`src/sv/ucn_pkg.sv`:
```
// ----------------------------------------------------------------------------
// ucn_pkg
// Shared types, constants and lookup functions of the UTF-8 confusable
// normalizer.
// ----------------------------------------------------------------------------
package ucn_pkg;

    localparam int WIN_DEPTH = 4;
    localparam int CNT_W     = $clog2(WIN_DEPTH + 1);

    localparam logic [6:0] CHAR_SPACE = 7'h20;
    localparam logic [6:0] CHAR_NUL   = 7'h00;

    typedef enum logic [1:0] {
        ACT_NONE,
        ACT_SPACE,
        ACT_CHAR
    } act_t;

    // Decoded unit at the head of the window
    typedef struct packed {
        logic [CNT_W-1:0] len;
        act_t             act;
        logic [6:0]       ch;
    } unit_dec_t;

    // Window control -> output stage
    typedef struct packed {
        logic       push;
        logic [6:0] ch;
        logic       spill;   // send the held character on, not last
        logic       finish;
    } out_ctl_t;

    // Output stage -> window control
    typedef struct packed {
        logic held;
        logic push_ok;
        logic finish_ok;
    } out_sts_t;

    function automatic logic [6:0] to_lower7(input logic [6:0] c);
        logic [6:0] r;
        r = c;
        if (c >= 7'h41 && c <= 7'h5A) begin
            r = c + 7'h20;
        end
        return r;
    endfunction

    // Zero-width, bidi and BOM three-byte sequences
    function automatic logic is_hidden3(input logic [7:0] b0, input logic [7:0] b1,
                                        input logic [7:0] b2);
        logic hit;
        hit = 1'b0;
        if (b0 == 8'hE2 && b1 == 8'h80) begin
            hit = (b2 inside {8'h8B, 8'h8C, 8'h8D, [8'hAA:8'hAE]});
        end else if (b0 == 8'hE2 && b1 == 8'h81) begin
            hit = (b2 inside {8'hA0, [8'hA2:8'hA4]});
        end else if (b0 == 8'hEF && b1 == 8'hBB) begin
            hit = (b2 == 8'hBF);
        end
        return hit;
    endfunction

    // Cyrillic / Greek homoglyphs; bit 7 flags a hit
    function automatic logic [7:0] glyph_lookup(input logic [7:0] b0, input logic [7:0] b1);
        logic [7:0] r;
        case ({b0, b1})
            16'hD0B0: r = 8'h80 | 8'h61;  // a
            16'hD0B5: r = 8'h80 | 8'h65;  // e
            16'hD0BE: r = 8'h80 | 8'h6F;  // o
            16'hD180: r = 8'h80 | 8'h70;  // p
            16'hD181: r = 8'h80 | 8'h63;  // c
            16'hD185: r = 8'h80 | 8'h78;  // x
            16'hD183: r = 8'h80 | 8'h79;  // y
            16'hD196: r = 8'h80 | 8'h69;  // i
            16'hD195: r = 8'h80 | 8'h73;  // s
            16'hCEB1: r = 8'h80 | 8'h61;  // a
            16'hCEB5: r = 8'h80 | 8'h65;  // e
            16'hCEB9: r = 8'h80 | 8'h69;  // i
            16'hCEBA: r = 8'h80 | 8'h6B;  // k
            16'hCEBD: r = 8'h80 | 8'h6E;  // n
            16'hCEBF: r = 8'h80 | 8'h6F;  // o
            16'hCF81: r = 8'h80 | 8'h70;  // p
            16'hCF84: r = 8'h80 | 8'h74;  // t
            default:  r = 8'h00;
        endcase
        return r;
    endfunction

    // Latin-1 letter base for C3 xx, indexed by xx & 0x3F; bit 7 flags a letter
    function automatic logic [7:0] accent_lookup(input logic [5:0] idx);
        logic [7:0] r;
        case (idx[4:0]) inside
            [5'd0:5'd5]:   r = 8'h80 | 8'h61;  // a
            5'd7:          r = 8'h80 | 8'h63;  // c
            [5'd8:5'd11]:  r = 8'h80 | 8'h65;  // e
            [5'd12:5'd15]: r = 8'h80 | 8'h69;  // i
            5'd16:         r = 8'h80 | 8'h64;  // d
            5'd17:         r = 8'h80 | 8'h6E;  // n
            [5'd18:5'd22],
            5'd24:         r = 8'h80 | 8'h6F;  // o
            [5'd25:5'd28]: r = 8'h80 | 8'h75;  // u
            5'd29:         r = 8'h80 | 8'h79;  // y
            5'd31:         r = idx[5] ? (8'h80 | 8'h79) : (8'h80 | 8'h73);  // y / sharp s
            default:       r = 8'h00;
        endcase
        return r;
    endfunction

endpackage

```
`src/sv/ucn_decode.sv`:
```
// ----------------------------------------------------------------------------
// ucn_decode
// Classifies the code unit at the head of the lookahead window: how many
// bytes it spans and whether it yields nothing, whitespace or a character.
// ----------------------------------------------------------------------------
module ucn_decode
    import ucn_pkg::*;
(
    input  logic [7:0]       win0,
    input  logic [7:0]       win1,
    input  logic [7:0]       win2,
    input  logic [CNT_W-1:0] avail,
    output unit_dec_t        dec
);

    logic       has2;
    logic       has3;
    logic       has4;
    logic       cont1;
    logic [7:0] glyph;
    logic [7:0] accent;
    logic       fw_ok;
    logic [6:0] fw_ch;

    assign has2  = (avail >= CNT_W'(2));
    assign has3  = (avail >= CNT_W'(3));
    assign has4  = (avail >= CNT_W'(4));
    assign cont1 = (win1[7:6] == 2'b10);
    assign glyph  = glyph_lookup(win0, win1);
    assign accent = accent_lookup(win1[5:0]);

    // Fullwidth U+FF01..U+FF5E: EF BC xx / EF BD xx
    assign fw_ch = 7'h20 + {win1[0], win2[5:0]};
    assign fw_ok = (win1 == 8'hBC) ? (win2[5:0] != 6'h00) :
                   (win1 == 8'hBD) ? (win2[5:0] <= 6'h1E) : 1'b0;

    // the fourth byte only counts through the length of a four-byte unit
    always_comb begin
        dec.len = CNT_W'(1);
        dec.act = ACT_NONE;
        dec.ch  = CHAR_NUL;
        if (has3 && is_hidden3(win0, win1, win2)) begin
            dec.len = CNT_W'(3);
        end else if (has2 && win0 == 8'hC2 && win1 == 8'hAD) begin
            dec.len = CNT_W'(2);
        end else if (has3 && win0 == 8'hE2 && win1 == 8'h80
                     && (win2 == 8'hA8 || win2 == 8'hA9)) begin
            dec.len = CNT_W'(3);
            dec.act = ACT_SPACE;
        end else if (has2 && glyph[7]) begin
            dec.len = CNT_W'(2);
            dec.act = ACT_CHAR;
            dec.ch  = glyph[6:0];
        end else if (win0[7]) begin
            if (win0[7:3] == 5'b11110 && has4 && cont1) begin
                dec.len = CNT_W'(4);
            end else if (win0[7:4] == 4'b1110 && has3 && cont1) begin
                dec.len = CNT_W'(3);
                if (win0 == 8'hEF && fw_ok) begin
                    dec.act = ACT_CHAR;
                    dec.ch  = to_lower7(fw_ch);
                end
            end else if (win0[7:5] == 3'b110 && has2 && cont1) begin
                dec.len = CNT_W'(2);
                if (win0 == 8'hC3 && accent[7]) begin
                    dec.act = ACT_CHAR;
                    dec.ch  = accent[6:0];
                end
            end
        end else if (win0 == 8'h20 || (win0 >= 8'h09 && win0 <= 8'h0D)) begin
            dec.act = ACT_SPACE;
        end else begin
            dec.act = ACT_CHAR;
            dec.ch  = to_lower7(win0[6:0]);
        end
    end

endmodule

```
`src/sv/ucn_out_stage.sv`:
```
// ----------------------------------------------------------------------------
// ucn_out_stage
// Holds the newest character back by one so the final one of a string can be
// tagged last, and drives the registered master-side stream.
// ----------------------------------------------------------------------------
module ucn_out_stage
    import ucn_pkg::*;
(
    input  logic       aclk,
    input  logic       aresetn,
    input  out_ctl_t   ctl,
    output out_sts_t   sts,
    output logic       m_tvalid,
    input  logic       m_tready,
    output logic [7:0] m_tdata,   // [6:0] out_char, [7] zero
    output logic [0:0] m_tuser,   // [0] has_char
    output logic       m_tlast    // out_last
);

    logic       held_valid_reg, held_valid_next;
    logic [6:0] held_char_reg,  held_char_next;
    logic       out_valid_reg,  out_valid_next;
    logic [6:0] out_char_reg,   out_char_next;
    logic       out_has_reg,    out_has_next;
    logic       out_last_reg,   out_last_next;
    logic       out_free;
    logic       load_out;

    assign out_free = !out_valid_reg || m_tready;
    assign load_out = (ctl.push && held_valid_reg) || ctl.spill || ctl.finish;

    assign sts.held      = held_valid_reg;
    assign sts.push_ok   = !held_valid_reg || out_free;
    assign sts.finish_ok = out_free;

    always_comb begin
        held_valid_next = held_valid_reg;
        held_char_next  = held_char_reg;
        out_char_next   = out_char_reg;
        out_has_next    = out_has_reg;
        out_last_next   = out_last_reg;
        out_valid_next  = out_valid_reg && !m_tready;
        if (load_out) begin
            out_valid_next = 1'b1;
        end
        if (ctl.push) begin
            held_valid_next = 1'b1;
            held_char_next  = ctl.ch;
            // a waiting output stays untouched when nothing is held yet
            if (held_valid_reg) begin
                out_char_next = held_char_reg;
                out_has_next  = 1'b1;
                out_last_next = 1'b0;
            end
        end else if (ctl.spill) begin
            held_valid_next = 1'b0;
            out_char_next   = held_char_reg;
            out_has_next    = 1'b1;
            out_last_next   = 1'b0;
        end else if (ctl.finish) begin
            held_valid_next = 1'b0;
            out_char_next   = held_valid_reg ? held_char_reg : CHAR_NUL;
            out_has_next    = held_valid_reg;
            out_last_next   = 1'b1;
        end
    end

    always_ff @(posedge aclk) begin
        if (!aresetn) begin
            held_valid_reg <= 1'b0;
            out_valid_reg  <= 1'b0;
        end else begin
            held_valid_reg <= held_valid_next;
            out_valid_reg  <= out_valid_next;
        end
        held_char_reg <= held_char_next;
        out_char_reg  <= out_char_next;
        out_has_reg   <= out_has_next;
        out_last_reg  <= out_last_next;
    end

    assign m_tvalid   = out_valid_reg;
    assign m_tdata    = {1'b0, out_char_reg};
    assign m_tuser[0] = out_has_reg;
    assign m_tlast    = out_last_reg;

    a_bare_marker_is_last: assert property (@(posedge aclk) disable iff (!aresetn)
        (m_tvalid && !m_tuser[0]) |-> (m_tlast && m_tdata == 8'h00))
        else $error("bare end marker without last flag or with data");

    a_finish_empties_hold: assert property (@(posedge aclk) disable iff (!aresetn)
        ctl.finish |=> !held_valid_reg)
        else $error("held character survived end of string");

    a_stall_keeps_output: assert property (@(posedge aclk) disable iff (!aresetn)
        (m_tvalid && !m_tready) |=> (m_tvalid && $stable(m_tdata) && $stable(m_tuser)
                                     && $stable(m_tlast)))
        else $error("output transaction changed while stalled");

endmodule

```
`src/sv/utf8_confusable_normalizer_unit.sv`:
```
// ----------------------------------------------------------------------------
// utf8_confusable_normalizer_unit
// UTF-8 in, lowercased ASCII out, with confusable and invisible characters
// folded away and whitespace collapsed.
// ----------------------------------------------------------------------------
// Usage:
//   s_ channel carries one UTF-8 byte per transaction, tlast on the final
//   byte of a string. m_ channel carries one output character per
//   transaction (tuser[0] = has_char), tlast on the final one of a string;
//   when the drain after the final byte yields no character, the string
//   closes with one transaction with has_char 0.
//   A four-byte window is decoded in one pass per cycle; a byte is decoded
//   once three more bytes of its string follow it, or at end of string.
//   The newest character is held back one slot to tag the last one, so a
//   character reaches the registered output once the next character (or
//   the string end) arrives.
//   Throughput: one byte per cycle while the output keeps up. An emitted
//   collapsed space stalls the window while it takes its output slot. After
//   tlast, the input stalls while the window drains, one unit per cycle (up
//   to four) while the output keeps up, then the end goes out; if the drain
//   yields no character while an earlier one is still held, that one goes
//   out first and the end follows it separately. Reset clears the window
//   and all string state. When m_tready is low, bytes are still taken until
//   the window is full and its head unit needs an output slot.
// ----------------------------------------------------------------------------
module utf8_confusable_normalizer_unit
    import ucn_pkg::*;
(
    input  logic       aclk,
    input  logic       aresetn,
    input  logic       s_tvalid,
    output logic       s_tready,
    input  logic [7:0] s_tdata,   // [7:0] in_byte
    input  logic       s_tlast,   // in_last
    output logic       m_tvalid,
    input  logic       m_tready,
    output logic [7:0] m_tdata,   // [6:0] out_char, [7] zero
    output logic [0:0] m_tuser,   // [0] has_char
    output logic       m_tlast    // out_last
);

    logic [7:0]       win_reg [WIN_DEPTH];
    logic [7:0]       win_next [WIN_DEPTH];
    logic [CNT_W-1:0] count_reg, count_next;
    logic             flush_reg, flush_next;
    logic             space_pending_reg, space_pending_next;
    logic             drain_char_reg, drain_char_next;

    unit_dec_t        dec;
    out_ctl_t         ctl;
    out_sts_t         sts;

    logic             step_req;
    logic             is_char;
    logic             space_first;
    logic             step_go;
    logic             consume;
    logic             accept;
    logic             at_end;
    logic [CNT_W-1:0] count_sh;

    ucn_decode u_decode (
        .win0  (win_reg[0]),
        .win1  (win_reg[1]),
        .win2  (win_reg[2]),
        .avail (count_reg),
        .dec   (dec)
    );

    ucn_out_stage u_out (
        .aclk     (aclk),
        .aresetn  (aresetn),
        .ctl      (ctl),
        .sts      (sts),
        .m_tvalid (m_tvalid),
        .m_tready (m_tready),
        .m_tdata  (m_tdata),
        .m_tuser  (m_tuser),
        .m_tlast  (m_tlast)
    );

    assign step_req    = flush_reg ? (count_reg != '0) : (count_reg == CNT_W'(WIN_DEPTH));
    assign is_char     = (dec.act == ACT_CHAR);
    // pending space goes out first; the unit stays in the window and is decoded again
    assign space_first = is_char && space_pending_reg;
    assign step_go     = step_req && (!is_char || sts.push_ok);
    assign consume     = step_go && !space_first;

    // a held character from before the final byte is not the last result
    // unless the drain itself produced it
    assign at_end     = flush_reg && (count_reg == '0) && sts.finish_ok;
    assign ctl.push   = step_go && is_char;
    assign ctl.ch     = space_first ? CHAR_SPACE : dec.ch;
    assign ctl.spill  = at_end && sts.held && !drain_char_reg;
    assign ctl.finish = at_end && !(sts.held && !drain_char_reg);

    assign s_tready = !flush_reg && ((count_reg != CNT_W'(WIN_DEPTH)) || consume);
    assign accept   = s_tvalid && s_tready;
    assign count_sh = consume ? (count_reg - dec.len) : count_reg;

    always_comb begin
        logic [CNT_W:0] idx;
        for (int i = 0; i < WIN_DEPTH; i++) begin
            idx = (CNT_W+1)'(i) + (consume ? {1'b0, dec.len} : '0);
            win_next[i] = (idx < (CNT_W+1)'(WIN_DEPTH)) ?
                          win_reg[idx[$clog2(WIN_DEPTH)-1:0]] : win_reg[i];
        end
        if (accept) begin
            win_next[count_sh[$clog2(WIN_DEPTH)-1:0]] = s_tdata;
        end
    end

    always_comb begin
        count_next = count_sh + CNT_W'(accept);
        flush_next = flush_reg;
        if (ctl.finish) begin
            flush_next = 1'b0;
        end else if (accept && s_tlast) begin
            flush_next = 1'b1;
        end
    end

    always_comb begin
        drain_char_next = drain_char_reg;
        if (ctl.finish) begin
            drain_char_next = 1'b0;
        end else if (flush_reg && ctl.push) begin
            drain_char_next = 1'b1;
        end
    end

    always_comb begin
        space_pending_next = space_pending_reg;
        if (ctl.finish || ctl.spill) begin
            space_pending_next = 1'b0;
        end else if (step_go && space_first) begin
            space_pending_next = 1'b0;
        end else if (step_go && dec.act == ACT_SPACE) begin
            // only a space after some character can matter
            space_pending_next = space_pending_reg || sts.held;
        end
    end

    always_ff @(posedge aclk) begin
        if (!aresetn) begin
            count_reg         <= '0;
            flush_reg         <= 1'b0;
            space_pending_reg <= 1'b0;
            drain_char_reg    <= 1'b0;
        end else begin
            count_reg         <= count_next;
            flush_reg         <= flush_next;
            space_pending_reg <= space_pending_next;
            drain_char_reg    <= drain_char_next;
        end
        win_reg <= win_next;
    end

    a_count_bound: assert property (@(posedge aclk) disable iff (!aresetn)
        count_reg <= CNT_W'(WIN_DEPTH))
        else $error("window count overflow");

    a_last_starts_drain: assert property (@(posedge aclk) disable iff (!aresetn)
        (s_tvalid && s_tready && s_tlast) |=> (flush_reg && !s_tready))
        else $error("input not stalled after end of string");

    a_space_needs_char: assert property (@(posedge aclk) disable iff (!aresetn)
        space_pending_reg |-> sts.held)
        else $error("space pending with no preceding character");

endmodule
```
`config.mk`:
```
export PLATFORM = sky130hd
export DESIGN_NAME = utf8_confusable_normalizer_unit
export DESIGN_NICKNAME = d
export VERILOG_FILES = /design/src/sv/ucn_pkg.sv /design/src/sv/ucn_decode.sv /design/src/sv/ucn_out_stage.sv /design/src/sv/utf8_confusable_normalizer_unit.sv
export SDC_FILE = /design/constraint.sdc
export NUM_CORES = 1
export LEC_CHECK = 0
export BUFFER_PORTS_ARGS = -buffer_cell sky130_fd_sc_hd__buf_2
export CORE_MARGIN = 2
export CORE_UTILIZATION = 31
export CTS_CLUSTER_DIAMETER = 200
export CTS_CLUSTER_SIZE = 30
export DETAILED_ROUTE_END_ITERATION = 8
export GPL_TIMING_DRIVEN = 1
export PLACE_DENSITY_LB_ADDON = 0.08
export SYNTH_ARGS = -nofsm -noshare
export SYNTH_HDL_FRONTEND = slang
export SYNTH_HIERARCHICAL = 1
export SYNTH_SLANG_ARGS = --single-unit
```
`constraint.sdc`:
```
create_clock -name aclk -period 7.5 [get_ports aclk]
set_input_delay 1.125 -clock aclk [delete_from_list [all_inputs] [get_ports aclk]]
set_output_delay 1.125 -clock aclk [all_outputs]
set_load 0.005 [all_outputs]
```
Word-level counts from Yosys, hierarchy flattened

Cells that the tools add are included.

Input bits: 13
Output and inout port bits: 12
Flip-flop bits (word level): 56

Multiplexer cells: 76
Reduce and logical (&&, ||, !) cells: 81
Bitwise operators: 6
Add/sub/neg operators: 8
Order comparisons: 34
Equality and inequality tests: 50

Operator list:

| cell                                                  | count |
|---|---|
| == test 16 bit, second input constant                 | 17 |
| 2-to-1 mux 8 bit                                      | 23 |
| == test 8 bit, second input constant                  | 17 |
| case mux 8 bit (12 select lines)                      | 1 |
| binary-select mux 8 bit (select 2 bit)                | 4 |
| 2-to-1 mux 7 bit                                      | 9 |
| 2-to-1 mux 9 bit                                      | 6 |
| logical AND 1 bit                                     | 47 |
| bitwise mux 32 bit                                    | 1 |
| 2-to-1 mux 32 bit                                     | 1 |
| == test 5 bit, second input constant                  | 6 |
| 2-to-1 mux 12 bit                                     | 2 |
| >= comparator 3 bit, second input constant            | 6 |
| 2-to-1 mux 1 bit                                      | 18 |
| 2-to-1 mux 3 bit                                      | 6 |
| demux 8 bit (select 2 bit)                            | 1 |
| >= comparator 8 bit, second input constant            | 2 |
| less-or-equal comparator 8 bit, second input constant | 2 |
| < comparator 4 x 3 -> 1 bit, second input constant    | 4 |
| inverter 2 -> 3 bit                                   | 5 |
| adder 7 x 6 -> 7 bit, second input constant           | 2 |
| >= comparator 7 bit, second input constant            | 2 |
| less-or-equal comparator 7 bit, second input constant | 2 |
| OR reduction 2 bit                                    | 7 |
| 40 further kinds                                      | 64 |

Depth between registers and ports, before layout

Gate-level depths: netlist of run 1.

Depth after elaboration: 35
Mapped depth: 20
Gate-level depth less buffers: 16

Modules after synthesis

The synthesis of run 1 kept the hierarchy.

By module, submodules not included:

| module                          | cells each | area each (um2) | sequential area each (um2) | instances |
|---|---|---|---|---|
| utf8_confusable_normalizer_unit | 288        | 2,600.0         | 760.7                      | 1 |
| ucn_decode                      | 277        | 1,799.2         | 0.0                        | 1 |
| ucn_out_stage                   | 41         | 670.6           | 520.5                      | 1 |

Least setup slack after synthesis of run 1

OpenSTA, ideal clock, no wires.

Path kind: reg2reg
Start point: register win_reg[30] (netlist name)
End point: register win_reg[23] (netlist name)
Stages on the path, launching flop included: 19
Buffers on the path: 6
Required time: 7.379 ns
Path slack: 3.442 ns
Arrival: 3.937 ns
Path through: dfxtp_1 buf_4 and4b_4 nand4_2 a2111oi_4 nor3_1 a21o_1 nand3_1 clkbuf_1 clkbuf_1 clkbuf_1 nand2_1 ha_1 clkbuf_1 buf_2 o21ai_0 a22oi_1 o22ai_1 mux2_2

RTL lines:

| what                   | RTL line                               | source |
|---|---|---|
| start, declared        | utf8_confusable_normalizer_unit.sv:42  | `logic [7:0] win_reg [WIN_DEPTH];` |
| start signal, assigned | utf8_confusable_normalizer_unit.sv:156 | `win_reg <= win_next;` |

==> results.py, run 1 <==
metrics = {
    "run_status": {
        "status": "finished clean",
    },
    "floorplan": {
        "core_sq_mm": 0.0159,
        "initial_core_util_pct": 31.8,
        "row_count": 46,
        "io_pins": 25,
        "die_y_microns": 132,
        "die_area_sq_mm": 0.0174,
        "die_w_microns": 132,
    },
    "cts": {
        "cts_tree": "yes",
        "cts_setup_buffers": 0,
        "clk_path_buf_depth": 2,
        "cts_sinks": 56,
        "cts-root-buf": "clkbuf_16",
        "ctsHoldBuffers": 0,
        "clkTransAtPathRegs_ns": 0.07,
        "cts_resized": 0,
        "cts_made_buffers": 5,
        "clkLatencyLatePin_ns": 0.30,
        "htreeDepth": 2,
    },
    "synth": {
        "syn-cell-area_sq_mm": 0.00507,
        "synth_nets": 628,
        "synth_seq_cells": 56,
        "yosysWarningCount": 6,
        "yosysMostFrequentCell": "mux2i_1",
        "synth_top_area_share_pct": 15.8,
        "yosysTopAreaCell": "dfxtp_1",
        "synth_commonest_cells": "mux2i_1, dfxtp_1, nor2_1",
        "synth_edf_count": 16,
        "async_flop_share_pct": 0,
        "syn_avg_cell_area_sq_um": 8.37,
        "synthFlopType": "dfxtp_1",
        "synth-seq-area-share_pct": 25.3,
        "ys_top_cells_by_area": "dfxtp_1, edfxtp_1, mux2i_1, mux2_2, a21oi_1",
        "yosysUniqueCellTypes": 86,
        "postSynthCellCount": 606,
    },
    "route": {
        "avgViaCountPerCell": 5.78,
        "drtIter0Drc": 404,
        "drc_errors": 0,
        "routed_wl_microns": 16300,
        "dr.pass1.iters": 5,
        "ant_nets": 0,
        "wl_per_cell_microns": 19.9,
        "vias": 4746,
    },
    "timing": {
        "finalSetupViolCount": 0,
        "fin_crit_ns": 4.99,
        "worst_slack_ns": 2.51,
        "slew_headroom_pct": 21.7,
        "clock_skew_ns": 0.00752,
        "fmax_mhz": 201,
        "final_hold_viol_count": 0,
        "fin_crit_sh_pct": 66.5,
        "grt_setup_unrepaired": "no",
        "setup-tns-final_ns": 0,
        "hold_slack_ns": 0.511,
        "maxSlewViolCount": 0,
        "worstMarginPinSlew_ns": 1.17,
    },
    "placement": {
        "finalWeightedCongestion": 0.902,
        "port_buffers": 23,
        "hpwl_microns": 12100,
        "place_ws_ns": 2.60,
        "dpl_cell_area_sq_mm": 0.00529,
    },
    "critical_path": {
        "worstSetupStartpointType": "register",
        "cp-end-kind": "register",
        "cp.arrival_ns": 5.18,
        "r2r_start": "win_reg[16]$_DFF_P_",
        "reg2reg_to": "win_reg[21]$_DFF_P_",
        "cp.required_ns": 7.69,
        "path_max_fanout": 34,
        "worstRegToRegCells": 13,
        "rrSetupSlack_ns": 2.51,
        "path_class": "register to register",
    },
    "finish": {
        "fin_area_sq_mm": 0.00546,
        "fillers": 1690,
        "largest_reg_flops": 32,
        "antenna_cells": 0,
        "drive_above_1_share_pct": 15.4,
        "nets": 626,
        "synthToLayoutAreaGrowth_pct": 7.63,
    },
    "power_and_ir_drop": {
        "ir_worst_vdd_v": 0.000262,
        "leakage_uw": 0.00197,
        "cellPowerDensity_mw_per_mm2": 444,
    },
    "global_route": {
        "gr-total-overflow": 0,
        "grt_pass1_vias": 4685,
        "antenna_found_initial": 0,
        "grt_max_degree": 35,
        "gr-usage-all-layers_pct": 18.8,
        "grt_pass1_wl_microns": 26200,
    },
    "worst_hold_path": {
        "hold_depth": 2,
        "min_to": "drain_char_reg$_SDFFE_PP0P_",
        "min_from": "drain_char_reg$_SDFFE_PP0P_",
        "hold_path_class": "register to register",
    },
    "flow_run": {
        "max_cap_violations": 0,
    },
}
worst max-delay path by stage:
| stage | to | slack, ns | startpoint | cells after the start |
|---|---|---|---|---|
| 2_1_floorplan | win_reg[23]$_DFF_P_ | 3.44 | win_reg[30]$_DFF_P_ | 18 |
| 3_3_place_gp | win_reg[21]$_DFF_P_ | 2.62 | win_reg[16]$_DFF_P_ | 13 |
| 3_5_place_dp | win_reg[22]$_DFF_P_ | 2.60 | win_reg[16]$_DFF_P_ | 13 |
| 4_1_cts | win_reg[21]$_DFF_P_ | 2.61 | win_reg[16]$_DFF_P_ | 13 |
| 5_1_grt | win_reg[22]$_DFF_P_ | 2.08 | win_reg[16]$_DFF_P_ | 13 |
| 6_report | win_reg[21]$_DFF_P_ | 2.51 | win_reg[16]$_DFF_P_ | 13 |
per-layer routing:
metal / vias up / global-route usage, % / routed length [microns]
li1: 2291 / - / -
met1: 2287 / 25.0 / 7500
met3: 46 / 2.61 / 519
met5: - / 0 / 0
met2: 122 / 29.5 / 7510
met4: 0 / 10.1 / 803
stage by stage:
stage,utilization [%],cells,total power (uW)
CTS,34.2,821,2420
detailed placement,33.2,813,2140
floorplan,-,606,1770
finish,34.2,821,2420
global route,34.2,821,2620
global placement,33.2,813,2130
final cells by class:
type	instances	area, sq um	share of cell area [%]
inverters	22	82.6	1.51
repair buffers	30	168	3.07
clock inverters	3	42.5	0.780
clock buffers	5	125	2.29
well taps	216	270	4.95
flip-flops and latches	56	1280	23.5
multi-input cells	489	3490	63.9
worst max-delay path, cell delays in order, from the launching register on:
cell and delay (ns):
dfxtp_1 0.31, buf_4 0.33, clkinv_1 0.39, nand4_1 0.20, a21boi_1 0.14, nor3b_1 0.21, a21o_1 0.29, and3_1 0.98
nand2_1 0.13, ha_1 0.86, mux2_2 0.41, a22oi_1 0.20, o22ai_1 0.10, mux2_2 0.30
cells by family after synthesis:
logic type,after synthesis,synth area share (%)
compound gates,170,23.3
xor+xnor,5,0.864
simple gates,238,28.6
fa+ha+maj,9,2.37
mux,66,13.6
other cells,1,0.0740
flops,56,25.3
buf+inv,61,5.95
power breakdown:
group          internal, uW  total (uW)  switching [uW]  leakage [uW]
Combinational           622        1420             796       0.00141
Sequential              470         735             265      0.000483
Clock                   157         270             113     0.0000760
layout by cell type (no fill, tap or decap), types with 6 or more instances in the layout:
master     count
nand3_1       14
and3_1         6
nor3_1        20
mux2i_1       44
a22oi_1       14
nor2b_1       14
o21ai_0       29
o211ai_1       9
inv_1         21
a31oi_1        7
nor4_1         7
or3_1          6
nand2b_1      18
edfxtp_1      16
mux2_2        22
ha_1           8
nor3b_1        7
nand4_1        7
a21oi_1       35
dfxtp_1       40
and2_1        12
buf_4          7
buf_2         23
a2bb2oi_1      8
nand2_1       37
o22ai_1       19
nor2_1        39
Power figures use the tool's default switching activity.
==> run 2: changes to the inputs <==
- clock period: 7.5 -> 5.2 ns (I/O delays scaled with it)
==> run 2 against run 1 <==
Largest power group unchanged. Combinational power rose by 46%. Setup slack got worse by 1.9 ns. Sequential power rose by 47%. Critical path type unchanged. Critical endpoint is now win_reg[16]$_DFF_P_. Final cell count rose by 1.8%. Power rose by 46%. Count of clock-buffer cells in the layout did not move. Register-to-register slack got worse by 1.9 ns. Hold slack improved by 0.0029 ns. Non-clock buffer count rose by 15. Global-route usage fell by 0.14 points. Clock power rose by 35%. Via count rose by 1.2%.
==> results.py, run 2 (synthesized netlist as in run 1, its figures left out) <==
metrics = {
    "global_route": {
        "gr-total-overflow": 0,
        "grt_pass1_wl_microns": 25900,
        "grt_pass1_vias": 4650,
        "gr-usage-all-layers_pct": 18.7,
        "grt_max_degree": 33,
        "antenna_found_initial": 0,
    },
    "timing": {
        "fmax_mhz": 220,
        "final_hold_viol_count": 0,
        "setup-tns-final_ns": 0,
        "finalSetupViolCount": 0,
        "hold_slack_ns": 0.514,
        "slew_headroom_pct": 43.2,
        "worstMarginPinSlew_ns": 0.846,
        "clock_skew_ns": 0.00844,
        "fin_crit_sh_pct": 87.3,
        "maxSlewViolCount": 0,
        "fin_crit_ns": 4.54,
        "grt_setup_unrepaired": "no",
    },
    "floorplan": {
        "die_y_microns": 132,
        "io_pins": 25,
        "die_w_microns": 132,
        "core_sq_mm": 0.0159,
        "die_area_sq_mm": 0.0174,
        "row_count": 46,
        "initial_core_util_pct": 31.8,
    },
    "power_and_ir_drop": {
        "p_int_uw": 1810,
        "clkPwrFrac_pct": 10.4,
        "power.net_switching_uw": 1710,
        "pwr-share-comb_pct": 58.9,
        "switching_share_pct": 48.6,
        "ir_worst_vdd_v": 0.000325,
        "leakage_uw": 0.00204,
        "cellPowerDensity_mw_per_mm2": 635,
        "sequentialPowerShare_pct": 30.8,
    },
    "critical_path": {
        "critPathMaxStageDelay_ns": 0.74,
        "cp.arrival_ns": 4.73,
        "crit_chain": "and4b_1 -> o211ai_1 -> a2111oi_4 -> nor3_1 -> a21o_1 -> nand3b_1 -> nand2b_1 -> a2bb2oi_2 -> nand2_1 -> ha_1 -> mux2_2 -> a22oi_1 -> o22ai_1 -> mux2_2",
        "cp-end-kind": "register",
        "path_class": "register to register",
        "slowest_stage": "dfxtp_1",
        "path_max_fanout": 19,
        "cp_common_cell": "mux2_2",
        "worstSetupStartpointType": "register",
        "cp.required_ns": 5.39,
    },
    "route": {
        "drc_errors": 0,
        "drtIter0Drc": 323,
        "ant_nets": 0,
        "routed_wl_microns": 16200,
        "avgViaCountPerCell": 5.75,
        "vias": 4804,
        "wl_per_cell_microns": 19.3,
        "dr.pass1.iters": 5,
    },
    "finish": {
        "largest_reg_flops": 32,
        "layout_common_cells": "mux2i_1, dfxtp_1, nor2_1, nand2_1, a21oi_1",
        "fin_util_pct": 34.8,
        "antenna_cells": 0,
        "drive_above_1_share_pct": 17.4,
        "nets": 641,
        "synthToLayoutAreaGrowth_pct": 9.55,
        "mostFrequentLayoutCell": "mux2i_1",
        "fin_area_sq_mm": 0.00555,
    },
    "cts": {
        "cts_resized": 0,
        "clkLatencyLatePin_ns": 0.31,
        "ctsHoldBuffers": 0,
        "cts_made_buffers": 5,
        "cts_sinks": 56,
        "cts_setup_buffers": 0,
        "cts-root-buf": "clkbuf_16",
        "cts_tree": "yes",
        "htreeDepth": 2,
        "clk_path_buf_depth": 2,
        "clkTransAtPathRegs_ns": 0.08,
    },
    "worst_hold_path": {
        "hold_path_class": "register to register",
    },
    "placement": {
        "dpl_cell_area_sq_mm": 0.00540,
        "finalWeightedCongestion": 0.871,
        "port_buffers": 23,
        "hpwl_microns": 12100,
    },
    "run_status": {
        "status": "finished clean",
    },
    "flow_run": {
        "max_cap_violations": 0,
    },
}
==> run 2: cell count changes in the layout (fill, tap and decap cells not counted), sizes merged <==
cell / previous run / this run
clkinv: 1 / 2
inv: 21 / 22
bufinv: 1 / 0
clkinvlp: 2 / 1
buf: 30 / 45
==> run 2: power by group through the flow <==
stage,registers (uW),clock network [uW],logic (uW)
floorplan,872,0,1690
global placement,1090,0,2070
detailed placement,1080,0,2060
CTS,1070,380,2070
global route,1130,393,2300
finish,1080,365,2080
==> run 2: critical path, delay by kind of cell (launching register included) <==
family                   cells  cell delay [ns]
AO/OA/AOI/OAI                6             1.18
adder cells (fa/ha/maj)      1             0.73
flip-flops                   1             0.74
multiplexers                 2             0.70
AND/OR/NAND/NOR              5             1.05
==> run 2: cell type report <==
type	count	area, sq um
Clock buffer	5	125
Clock inverter	3	27.5
Fill cell	1679	10400
Inverter	22	82.6
Multi-Input combinational cell	489	3490
Sequential cell	56	1280
Tap cell	216	270
Timing Repair Buffer	45	280
==> run 2: layer usage <==
layer  GRT usage (%)  routed length, microns
met1            25.7                    7700
met5               0                       0
met4            5.50                     320
met3            2.77                     621
met2            30.4                    7510
==> run 2: path summary, 6_finish.rpt <==
check | cells past startpoint | endpoint | slack [ns] | startpoint
worst min-delay path | 2 | drain_char_reg$_SDFFE_PP0P_ | 0.51 | drain_char_reg$_SDFFE_PP0P_
worst max register to register | 14 | win_reg[16]$_DFF_P_ | 0.66 | win_reg[29]$_DFF_P_
worst max-delay path | 14 | win_reg[16]$_DFF_P_ | 0.66 | win_reg[29]$_DFF_P_
worst min register to register | 2 | drain_char_reg$_SDFFE_PP0P_ | 0.51 | drain_char_reg$_SDFFE_PP0P_
==> run 2: through the flow <==
stage	power, uW	setup WS [ns]	instances
3_5_place_dp	3150	0.749	828
3_3_place_gp	3150	0.734	828
2_1_floorplan	2560	1.14	606
5_1_grt	3820	0.249	836
4_1_cts	3530	0.735	836
6_report	3530	0.662	836
